File: src/design/qstc_sqrt.sv
// pipelined integer square root, one root bit per stage
module qstc_sqrt #(
   parameter int RAD_W = 64,
   parameter int TAG_W = 1
) (
   input  logic                 clock,
   input  logic                 reset,
   input  logic                 adv,
   input  logic [RAD_W-1:0]     rad,
   input  logic [TAG_W-1:0]     tag_in,
   output logic [RAD_W/2-1:0]   root,
   output logic [TAG_W-1:0]     tag_out
);

   localparam int ROOT_W = RAD_W / 2;

   logic [ROOT_W:0]   rem_st  [ROOT_W+1];
   logic [ROOT_W-1:0] root_st [ROOT_W+1];
   logic [RAD_W-1:0]  rad_st  [ROOT_W+1];
   logic [TAG_W-1:0]  tag_st  [ROOT_W+1];

   // stage zero straight from the inputs
   assign rem_st[0]  = '0;
   assign root_st[0] = '0;
   assign rad_st[0]  = rad;
   assign tag_st[0]  = tag_in;

   for (genvar j = 0; j < ROOT_W; j++) begin : g_stage
      logic [ROOT_W+2:0] cat;
      logic [ROOT_W+2:0] trial;
      logic [ROOT_W+2:0] diff;
      logic              ge;
      logic [ROOT_W:0]   rem_in, rem_ff;
      logic [ROOT_W-1:0] root_in, root_ff;
      logic [RAD_W-1:0]  rad_in, rad_ff;
      logic [TAG_W-1:0]  tag_ff;

      // bring down two radicand bits and try the next root bit
      always_comb begin
         cat     = {rem_st[j], rad_st[j][RAD_W-1 -: 2]};
         trial   = {1'b0, root_st[j], 2'b01};
         diff    = cat - trial;
         ge      = (cat >= trial);
         rem_in  = ge ? diff[ROOT_W:0] : cat[ROOT_W:0];
         root_in = {root_st[j][ROOT_W-2:0], ge};
         rad_in  = {rad_st[j][RAD_W-3:0], 2'b00};
      end

      always_ff @(posedge clock) begin
         if (reset) begin
            tag_ff <= '0;
         end else if (adv) begin
            tag_ff <= tag_st[j];
         end
      end

      always_ff @(posedge clock) begin
         if (adv) begin
            rem_ff  <= rem_in;
            root_ff <= root_in;
            rad_ff  <= rad_in;
         end
      end

      assign rem_st[j+1]  = rem_ff;
      assign root_st[j+1] = root_ff;
      assign rad_st[j+1]  = rad_ff;
      assign tag_st[j+1]  = tag_ff;
   end

   assign root    = root_st[ROOT_W];
   assign tag_out = tag_st[ROOT_W];

endmodule

File: config.mk
export PLATFORM = sky130hd
export DESIGN_NAME = qstc_sqrt
export DESIGN_NICKNAME = d
export VERILOG_FILES = /design/src/design/qstc_sqrt.sv
export SDC_FILE = /design/constraint.sdc
export NUM_CORES = 2
export LEC_CHECK = 0
export BUFFER_PORTS_ARGS = -buffer_cell sky130_fd_sc_hd__buf_2
export CELL_PAD_IN_SITES_DETAIL_PLACEMENT = 1
export CELL_PAD_IN_SITES_GLOBAL_PLACEMENT = 1
export CORE_AREA = 5 5 439 549
export DETAILED_ROUTE_END_ITERATION = 10
export DIE_AREA = 0 0 444 554
export HOLD_SLACK_MARGIN = 0.1
export PLACE_DENSITY = 0.84
export SYNTH_ARGS = -nofsm -noshare
export SYNTH_HDL_FRONTEND = slang
export SYNTH_SLANG_ARGS = --single-unit
File: constraint.sdc
create_clock -name clock -period 5.35 [get_ports clock]
set_input_delay 1.07 -clock clock [delete_from_list [all_inputs] [get_ports clock]]
set_output_delay 1.07 -clock clock [all_outputs]
set_load 0.02 [all_outputs]
# After elaboration in Yosys (flattened, before gate mapping)
# Cells that the tools add are included.
# op_classes
addsub	31
magnitude_cmp	32
mux	31
# ops
operator	n
33-bit two-way mux	30
35-bit by 10-bit >= comparator with 1-bit output	1
35-bit by 11-bit >= comparator with 1-bit output	1
35-bit by 12-bit >= comparator with 1-bit output	1
35-bit by 13-bit >= comparator with 1-bit output	1
35-bit by 14-bit >= comparator with 1-bit output	1
35-bit by 15-bit >= comparator with 1-bit output	1
35-bit by 16-bit >= comparator with 1-bit output	1
35-bit by 17-bit >= comparator with 1-bit output	1
35-bit by 18-bit >= comparator with 1-bit output	1
35-bit by 19-bit >= comparator with 1-bit output	1
35-bit by 20-bit >= comparator with 1-bit output	1
35-bit by 21-bit >= comparator with 1-bit output	1
35-bit by 22-bit >= comparator with 1-bit output	1
35-bit by 23-bit >= comparator with 1-bit output	1
35-bit by 24-bit >= comparator with 1-bit output	1
35-bit by 25-bit >= comparator with 1-bit output	1
35-bit by 26-bit >= comparator with 1-bit output	1
35-bit by 27-bit >= comparator with 1-bit output	1
35-bit by 28-bit >= comparator with 1-bit output	1
35-bit by 29-bit >= comparator with 1-bit output	1
35-bit by 3-bit >= comparator with 1-bit output	1
35-bit by 30-bit >= comparator with 1-bit output	1
35-bit by 31-bit >= comparator with 1-bit output	1
41 further kinds	41
# word_totals
reg_bits	2545
output_inout_bits	33

# Logic depth before layout (Yosys ltp)
# logic_depth
ltp_word	2
ltp_mapped	16
ltp_nobuf	14

# Worst setup path after synthesis
# No wires, ideal clock.
# synth_path
kind	reg-to-reg
start	register g_stage[28].rem_ff[4]
end	register g_stage[29].rem_ff[26] (data pin)
setup_ns	0.260
arrival_time_ns	3.308
required_time_ns	5.090
slack_ns	1.782
path_stages_with_launch	13
path_buffers	2
synth_period_minus_slack_ns	3.568
path_cell_list	edfxtp_1 > ha_1 > clkbuf_1 > nand4_1 > or2_2 > o221ai_1 > a211o_1 > a21oi_1 > o21ai_0 > a21oi_1 > o211ai_1 > buf_2 > mux2_2
# synth_via
elab_chain_len	2
# synth_rtl
item	line	source
start: declaration	33	logic [ROOT_W:0] rem_in, rem_ff;
start signal: assignment	59	rem_ff <= rem_in;
33-bit by 31-bit subtractor with 33-bit output or 35-bit by 31-bit >= comparator with 1-bit output (tied branches)	42, 43	
33-bit two-way mux (*)	44	rem_in = ge ? diff[ROOT_W:0] : cat[ROOT_W:0];
via g_stage[29].rem_in[26]	33	
end signal: assignment	59	
end: declaration	33	
# Mark *: on every way through the listed nets, which the timed path passes. The rest lies on a longest branch.
# A chain may end at the register's enable or synchronous reset.

# Worst setup path after layout
# layout_path
start	register g_stage[18].rem_ff[10]
end	register g_stage[19].rem_ff[25] (data pin)
# layout_via
elab_chain_len	2
# layout_rtl
item	line
start: declaration	33
start signal: assignment	59
33-bit by 21-bit subtractor with 33-bit output or 35-bit by 21-bit >= comparator with 1-bit output (tied branches)	42, 43
33-bit two-way mux (*)	44
via g_stage[19].rem_in[25]	33
end signal: assignment	59
end: declaration	33
# Marked as above.

==> results.md <==
* Post-Layout Cell Count at 12,680
* HPWL Detailed at 207,400 µm
* Pwr/cell area at 434.5 nW/µm²
* Core footprint at 234,800 µm²
* Final min period at 4.800 ns
* Critical Path RT at 5.99 ns
* DRC violations left at 0
* Slew @ Worst Pin at 1.302 ns
* Syn Std Cell Area at 117,000 µm²
* Syn Area/Cell at 12.89 µm²
* CP startpoint kind: flip-flop
* Layout cells sized above 1 at 7.472%
* CTS Buf Count at 267
* Initial antenna violation count at 4
* Drt wl/cell at 22.42 µm
* Port bufs at 100
* Mapped Cells at 9,074
* Synth unique cells at 92
* Most frequent cell after synthesis: edfxtp_1
* Root Buffer: clkbuf_16
* Top cells by count, synth: edfxtp_1, inv_1, nand2_1
* Hold_sp: rad[39]
* Dpl cells at 12,210
* GP Congestion at 0.9486
* Grt ovf at 0
* Placed Area at 121,800 µm²
* Die W at 444 µm
* Unrepaired setup endpoints after global routing: false
* Max-cap check violation count at 0
* Via count of the first global-routing pass at 79,150
* IO Pins at 101
* Largest net degree at the start of global routing at 136
* Top FF cell, synth: edfxtp_1
* Worst setup path class: flip-flop to flip-flop
* GRT Overall Usage at 22.61%
* Clock Skew at 0.04814 ns
* Critical path's slowest cell: nor3_1
* Leak at 49.74 nW
* H-tree depth at 5
* Maximum clock frequency at 208.3 MHz
* Total number of vias at 72,260
* Die Span Y at 554 µm
* Post-synthesis sequential area ratio at 64.59%
* Top cell type's share of synthesized area at 64.05%
* Post-Route WL at 284,400 µm
* Min-delay worst type: input port to flip-flop
* Reg clk slew, reported paths at 0.06 ns
* Worst ir drop on vdd at 414.4 µV
* WP data arrival at 5.44 ns
* Slew headroom at 13.20%
* CP Max Fanout at 20
* Via density at 5.697
* First-pass GRT wire length at 441,200 µm
* Setup TNS at 0 ns
* # resized after CTS at 0
* Area leader, netlist: edfxtp_1
* Fin. max-slew vios at 0
* Critical-path cell list: ha_1, nand3_1, nor3_1, and3_1, a221oi_2, o21ai_0, a31oi_2, buf_4, a211o_1, or4_1, nor2_1, xor2_1
* CP endpoint kind: flip-flop
* # setup viols final at 0
* Initial Util at 49.82%
* Area contributors post-synth: edfxtp_1, ha_1, xnor2_1, xor2_1, inv_1
* Slowest stage delay, CP at 0.58 ns
* WHS Path Cells at 1
* Final Hold Vio Count at 0
* Worst skew pair latency at 0.86 ns
* Hold buffers post-CTS at 0
* DR pass1 iterations at 5
* Post-synthesis register bit count at 2,527
* Clock tree buffer depth at 4
* DIE AREA at 246,000 µm²
* Row count at 199
* Layout area overhead at 11.29%
* Reg2Reg Depth at 12
* Syn nets at 9,703
* Postcts setup bufs at 0
* Final instance area at 130,200 µm²
* Iteration-0 DRC Markers at 3,994
* Post-synth ARST share at 0%
* FF-to-FF Start: g_stage[18].rem_ff[10]
* Design Power at 0.05656 W
* Final net count at 9,993
* Outcome: finished, final reports clean
* Worst setup path startpoint: g_stage[18].rem_ff[10]
* Synth warn at 0
* Clk sink count at 2,527
* Antenna-violating nets left at 0
* Fin crit share at 89.72%
* CTS tree: yes
* Post-synth EDFFs at 2,495
-- per-layer routing --
metal,part of all wire (%),global-route usage [%],vias up
li1,-,-,33990
met1,35,22.27,35990
met3,3.1,2.830,837
met2,55,44.18,1442
met5,0,0,-
met4,6.9,14.16,0
-- flip-flops by register name, summed over array words and instances, names as in the netlist --
register / count
g_stage.rad_ff: 992
g_stage.rem_ff: 975
g_stage.root_ff: 496
root: 32
g_stage.tag_ff: 31
tag_out: 1
-- critical path, delay by kind of cell (launching register included) --
kind            cells  cell delay, ns
compound gates      4            1.24
buf+inv             1            0.25
fa+ha+maj           1            0.48
flops               1            0.47
simple gates        5            1.85
xor+xnor            1            0.30
-- cell families (layout without fill, tap and decap cells) --
group	Yosys count	after routing	share of synthesized area, %
multiplexers	126	126	1.159
adder cells (fa/ha/maj)	561	561	6.000
flip-flops	2527	2527	64.59
other	1	13	0.003206
buffers and inverters	894	1376	2.886
XOR/XNOR	780	780	5.840
AO/OA/AOI/OAI	1825	1825	9.613
AND/OR/NAND/NOR	2360	2360	9.905
-- worst paths after layout --
kind | to | slack [ns]
worst min register to register | g_stage[18].rad_ff[46] | 0.39
worst max register to register | g_stage[19].rem_ff[25] | 0.55
worst max-delay path | g_stage[19].rem_ff[25] | 0.55
worst min-delay path | g_stage[0].rad_ff[41] | 0.38
-- placed cells by master (no fill, tap or decap), drive strengths merged, types with 102 or more instances in the layout --
master  Yosys  layout
a21oi     519     519
ha        561     561
xnor2     400     400
edfxtp   2495    2495
nor4      103     103
nor2      572     572
clkbuf    145     317
clkinv      4     102
nor3      230     230
o21ai     538     538
buf        28     194
nand2     653     653
a21o      225     225
nand3     146     146
xor2      380     380
inv       717     728
o21a      103     103
nand2b    105     105
-- metrics by stage --
step                hold slack (ns)  worst slack (ns)  util [%]
finish                       0.3803            0.5498     55.45
global route                 0.3345            0.3545     55.45
floorplan                    0.4003             1.782         -
CTS                          0.3135            0.6156     55.44
global placement             0.4001            0.8680     51.87
detailed placement           0.4051            0.6540     51.87
-- power by group --
group          internal, W  leakage [nW]  switching [W]
Sequential          0.0250          24.3        0.00185
Clock               0.0105          4.06        0.00753
Combinational      0.00474          21.4        0.00698
-- cell type report --
| class | instances | area (µm²) |
|---|---|---|
| antenna | 12 | 30.03 |
| fill | 23190 | 104600 |
| tap | 3115 | 3897 |
| clock inverter | 144 | 1420 |
| multi-input combinational | 5653 | 38100 |
| inverter | 721 | 2709 |
| clock buffer | 317 | 6943 |
| sequential | 2527 | 75560 |
| timing repair buffer | 194 | 1534 |
Note: power is estimated with default switching activity, not from simulation.
