## src/design/qstc_div.sv

```systemverilog
// pipelined restoring divider, one quotient bit per stage
module qstc_div #(
   parameter int QUO_W = 32,
   parameter int DEN_W = 16,
   parameter int TAG_W = 1
) (
   input  logic                   clock,
   input  logic                   reset,
   input  logic                   adv,
   input  logic [QUO_W+DEN_W-1:0] num,
   input  logic [DEN_W-1:0]       den,
   input  logic [TAG_W-1:0]       tag_in,
   output logic [QUO_W-1:0]       quo,
   output logic [TAG_W-1:0]       tag_out
);

   logic [DEN_W-1:0] rem_st [QUO_W+1];
   logic [QUO_W-1:0] low_st [QUO_W+1];
   logic [QUO_W-1:0] quo_st [QUO_W+1];
   logic [DEN_W-1:0] den_st [QUO_W+1];
   logic [TAG_W-1:0] tag_st [QUO_W+1];

   // high part of the numerator is already below the divisor
   assign rem_st[0] = num[QUO_W+DEN_W-1:QUO_W];
   assign low_st[0] = num[QUO_W-1:0];
   assign quo_st[0] = '0;
   assign den_st[0] = den;
   assign tag_st[0] = tag_in;

   for (genvar j = 0; j < QUO_W; j++) begin : g_stage
      logic [DEN_W:0]   cat;
      logic [DEN_W:0]   diff;
      logic             ge;
      logic [DEN_W-1:0] rem_in, rem_ff;
      logic [QUO_W-1:0] low_in, low_ff;
      logic [QUO_W-1:0] quo_in, quo_ff;
      logic [DEN_W-1:0] den_ff;
      logic [TAG_W-1:0] tag_ff;

      // shift in one numerator bit and subtract where it fits
      always_comb begin
         cat    = {rem_st[j], low_st[j][QUO_W-1]};
         diff   = cat - {1'b0, den_st[j]};
         ge     = (cat >= {1'b0, den_st[j]});
         rem_in = ge ? diff[DEN_W-1:0] : cat[DEN_W-1:0];
         low_in = {low_st[j][QUO_W-2:0], 1'b0};
         quo_in = {quo_st[j][QUO_W-2:0], ge};
      end

      always_ff @(posedge clock) begin
         if (reset) begin
            tag_ff <= '0;
         end else if (adv) begin
            tag_ff <= tag_st[j];
         end
      end

      always_ff @(posedge clock) begin
         if (adv) begin
            rem_ff <= rem_in;
            low_ff <= low_in;
            quo_ff <= quo_in;
            den_ff <= den_st[j];
         end
      end

      assign rem_st[j+1] = rem_ff;
      assign low_st[j+1] = low_ff;
      assign quo_st[j+1] = quo_ff;
      assign den_st[j+1] = den_ff;
      assign tag_st[j+1] = tag_ff;
   end

   assign quo     = quo_st[QUO_W];
   assign tag_out = tag_st[QUO_W];

endmodule

```

## config.mk

```make
export PLATFORM = sky130hd
export DESIGN_NAME = qstc_div
export DESIGN_NICKNAME = d
export VERILOG_FILES = /design/src/design/qstc_div.sv
export SDC_FILE = /design/constraint.sdc
export NUM_CORES = 2
export LEC_CHECK = 0
export BUFFER_PORTS_ARGS = -buffer_cell sky130_fd_sc_hd__buf_4
export CAP_MARGIN = 20
export CORE_MARGIN = 8
export CORE_UTILIZATION = 55
export CTS_CLUSTER_DIAMETER = 80
export DETAILED_ROUTE_END_ITERATION = 12
export GPL_TIMING_DRIVEN = 1
export PLACE_DENSITY = 0.68
export SLEW_MARGIN = 0
export SYNTH_ARGS = -nofsm -noshare
export SYNTH_HDL_FRONTEND = slang
export SYNTH_SLANG_ARGS = --single-unit
```

## constraint.sdc

```tcl
create_clock -name clock -period 3.4 [get_ports clock]
set_input_delay 0.17 -clock clock [delete_from_list [all_inputs] [get_ports clock]]
set_output_delay 0.17 -clock clock [all_outputs]
set_load 0.02 [all_outputs]
```

Word level (Yosys, flattened, before mapping). Index checks and enable logic that the tools add are counted.

Logic and storage cells: 251. Input port bits: 68. Register bits after elaboration: 2048. Output and inout port bits: 33.

Muxes and demuxes: 31. Magnitude comparators: 32. Add/subtract/negate cells: 31.

Operator list (number): >= comparator 17 x 16 -> 1 bit (32); 2-to-1 mux 16 bit (31); subtractor 16 bit (31).

Depth between registers and ports, before layout.
Depth after elaboration: 2. Depth in mapped cells: 13. Depth with buffers taken out: 12.

Worst setup path after synthesis. Ideal clock, no wire load.

Path kind: reg-to-reg. Start: register g_stage[16].den_ff[1]. End: register g_stage[17].rem_ff[10] (data pin). Setup time: 260 ps. Required time: 3140 ps. Cell stages (with the launch flop): 13. Clock period less this slack: 2938 ps. Setup slack: 462 ps. Buffers on the path: 1. Arrival: 2678 ps. Cell sequence: edfxtp_1 inv_1 ha_1 nor2b_1 o31a_1 nor2_1 o21ai_1 o41ai_2 o21bai_1 a21o_1 a31oi_4 buf_4 mux2_2.

Cells in the longest elaborated chain, start to end: 2. Elaborated cells on any way between the ends: 3. Classes of those cells: add/sub (1); order compare (1); mux (1).

Ends and longest elaborated chain: from (decl) (RTL line 37) `logic [DEN_W-1:0] den_ff;`; from (signal assigned) (RTL line 63) `den_ff <= den_st[j];`; subtractor 16 bit or >= comparator 17 x 16 -> 1 bit (tied branches) (RTL line 43, 44); 2-to-1 mux 16 bit (*) (RTL line 45) `rem_in = ge ? diff[DEN_W-1:0] : cat[DEN_W-1:0];`; net g_stage[17].rem_in[10] (RTL line 34) `logic [DEN_W-1:0] rem_in, rem_ff;`; to (signal assigned) (RTL line 60) `rem_ff <= rem_in;`; to (decl) (RTL line 34).

The timed path passes the listed nets; every way through them passes the cells marked *. A chain may end at the register's enable or synchronous reset.

Worst setup path in the final report.
Start: register g_stage[9].den_ff[1]. End: register g_stage[10].rem_ff[7] (data pin).

Cells in the longest elaborated chain, start to end: 2. Elaborated cells on any way between the ends: 3. Classes of those cells: add/sub (1); order compare (1); mux (1).

Ends and longest elaborated chain (RTL line): from (decl) (37); from (signal assigned) (63); subtractor 16 bit or >= comparator 17 x 16 -> 1 bit (tied branches) (43, 44); 2-to-1 mux 16 bit (*) (45); net g_stage[10].rem_in[7] (34); to (signal assigned) (60); to (decl) (34).

Marked as above.

==> metrics <==
status finished, final reports clean; I/O pin cnt 101; CP Capture Type flop; Buf/Inv on CP 2; Post-synth EDFFs 2016; maximum vdd ir drop 0.000659 V; nets 7416; crit-path leading delay family compound AO/OA/AOI/OAI gates; Cells after Synth 6355; Worst setup startpoint g_stage[9].den_ff[1]; Avg Inst Size Synth between 10 and 15 sq um; Slew @ Worst Pin 815 ps; worst-case clock buffer depth 3; Final setup viols 0; initial drt markers roughly 3200; startpoint types flop; DRC 0; final hold vios 0; Place WS 108 ps; Port Buffers 100; Setup WS post-layout 127 ps; period utilization 96.3%; most frequent cells in the layout edfxtp_1 (2016), inv_1 (655), ha_1 (512); mux share of post-synthesis cell area 4.23%; number of synthesis warnings 0; Initial Util between 50% and 60%; commonest non-fill, non-tap cell in the layout edfxtp_1; Max Cap Viol 0; Worst R2R Start g_stage[9].den_ff[1]; num rows 149; critical path endpoint g_stage[10].rem_ff[7]; Design Power 91.8 mW; Final Max Slew Viols 0; clock root buffer clkbuf_16; register bit total from synthesis 2048; Clock Skew 28.5 ps; diode count 0; critical path class flop to flop; slowest cell delay on critical path 470 ps; Routed Antenna Nets 0; Static Leakage slightly above 40 nW; Tot GR Track Use 17.0%; TritonCTS clock tree yes; H-tree depth 4; WHS between 70 and 80 ps; synth unique cells 93; Synth Flop Type edfxtp_1; core area 165000 sq um; Area Growth Syn to Fin 13.9%; maximum number of pins on one net before global-route repair around 120; flop2flop setup slack 130 ps; mapped cell area 91200 sq um; Tmin final 3270 ps; Vias 49700; Worst Reg2Reg Path Length in Cells 11; first-pass GRT wire length between 200 and 300 mm; total power per unit cell area 884 nW/um^2; ratio of cells with drive above 1 in the final layout ~13%; CTS sink count 2048; WL final 155 mm; CTS Buf Count 206; xor/xnor share of the synthesized area 3.36%; drt pass-1 iters 6; type of the most critical hold path input port to flop; WP data required roughly 4000 ps; area share of and/or/nand/nor cells after synthesis around 6.2%; syn_nets about 7000; Die Height 423 microns; Post-Synth Adder-Cell Area under 10%; CP max FO 22; Worst-path clk slew 60 ps; vias in the first global route 49700; CP max-delay cell edfxtp_1; initial antenna violation count 0; max frequency 0.306 GHz; wire per inst about 17 microns; Vias/cell 5.42; sequential element share of the synthesized area 67.1%; WP depth 11; crit-path cells inv_1 -> ha_1 -> nor2b_1 -> o21ai_0 -> a21oi_1 -> o21bai_1 -> a31oi_1 -> nor3_1 -> o21ai_2 -> buf_12 -> mux2_2; Die W 423 microns; clk_lat worst skew 830 ps; gr ovfl total 0; CP arrival 3830 ps; R2R Path End g_stage[10].rem_ff[7]; Final TNS setup 0 ps; Slew HR between 40% and 50%; hpwl dp 107 mm; die area 179000 sq um; ys async rst share 0%; Filler cells 12200; Synth Area in Compound Gates 8.28%; routability congestion estimate 0.883; largest family of logic cells by synthesized area compound AO/OA/AOI/OAI gates
==> worst reg2reg max path, stage by stage, from the launching register on <==
cell	delay, ps
edfxtp_1	470
inv_1	70
ha_1	280
nor2b_1	130
o21ai_0	110
a21oi_1	290
o21bai_1	180
a31oi_1	360
nor3_1	130
o21ai_2	430
buf_12	220
mux2_2	350
==> report_power, final <==
| part | total [mW] | internal [mW] | switching [mW] |
|---|---|---|---|
| registers | 36.8 | 34.4 | 2.40 |
| clock network | 23.4 | 13.9 | 9.52 |
| logic | 31.5 | 15.2 | 16.3 |
| total | 91.8 | 63.6 | 28.2 |
==> cells in the mapped netlist (10+ instances only) <==
cell       count  share of area, %
ha_1         512               7.0
o41ai_1       16              0.15
a211oi_1      37              0.30
or2_2         18              0.12
nor2b_1       86              0.59
o21ai_1       20              0.11
and3_1        26              0.18
nor3_1        83              0.46
xor2_1       117               1.1
o21bai_1      23              0.19
nor2_1       467               1.9
dfxtp_1       32              0.70
a31o_2        18              0.17
nand4_1       55              0.38
xnor2_1      233               2.2
or3_1         27              0.19
a21oi_1      371               2.0
buf_2         19              0.10
a21o_1       134               1.1
o211ai_1      16              0.13
o31ai_1       27              0.22
mux2_2       240               3.0
mux2_4        25              0.41
nor4_1        22              0.15
o21ai_0      210               1.2
o31a_1        20              0.19
clkbuf_1      31              0.13
a2111oi_0     10             0.096
inv_1        655               2.7
and2_1        16              0.11
a21boi_0      28              0.23
fa_1          31              0.68
nand2_1      215              0.88
nand3_1       67              0.37
buf_6         12              0.15
o21a_1        72              0.59
nand2b_1      65              0.45
mux2i_1       71              0.78
edfxtp_1    2016                66
a31oi_1       34              0.23
a41oi_1       10             0.096
==> how the worst min path moves through the flow <==
stage,startpoint,end,cells past startpoint
after floorplan,reset,g_stage[30].tag_ff,1
after global placement,num[21],g_stage[0].low_ff[22],1
after detailed placement,num[25],g_stage[0].low_ff[26],1
after CTS,num[19],g_stage[0].low_ff[20],2
after global routing,num[13],g_stage[0].low_ff[14],2
final,den[4],g_stage[0].den_ff[4],2
==> final cells by class <==
type                            count  area (sq um)  area share (%)
Sequential cell                  2048         61200            58.9
Multi-Input combinational cell   3581         27300            26.3
Clock buffer                      236          5290            5.09
Timing Repair Buffer              313          3040            2.93
Tap cell                         2189          2740            2.64
Inverter                          655          2460            2.37
Clock inverter                    146          1840            1.77
==> cells by family after synthesis <==
logic type / after synthesis
DFF: 2048
AOI/OAI and AO/OA: 1154
muxes: 342
xor gates and xnor gates: 350
adders and majority gates: 543
and+or+nand+nor: 1192
buffers and inverters: 726
==> routing by layer <==
metal	vias to the layer above	track usage, %	wire length, microns
li1	24500	-	-
met3	286	2.81	5940
met4	0	5.20	4130
met2	833	29.4	77200
met5	-	0	0
met1	24100	22.1	67300
==> sequential cells by signal (all words and copies together) (netlist names) <==
signal          cells
g_stage.low_ff    496
tag_out             1
g_stage.quo_ff    496
g_stage.den_ff    496
quo                32
g_stage.tag_ff     31
g_stage.rem_ff    496
==> metrics by stage <==
| stage | area, sq um | cells | utilization, % |
|---|---|---|---|
| floorplan | 91200 | 6355 | - |
| global placement | 95500 | 8679 | 58.0 |
| detailed placement | 95500 | 8679 | 58.0 |
| CTS | 104000 | 9163 | 62.9 |
| global route | 104000 | 9168 | 63.0 |
| finish | 104000 | 9168 | 63.0 |
==> timing repair <==
item                                    4_1_cts  5_1_grt
hold buffers                                102        0
setup buffers                                 0        5
hold endpoints to repair                    151        0
resized for setup                             0       22
endpoints found under the setup margin        0      154
(Power assumes the default switching activity.)
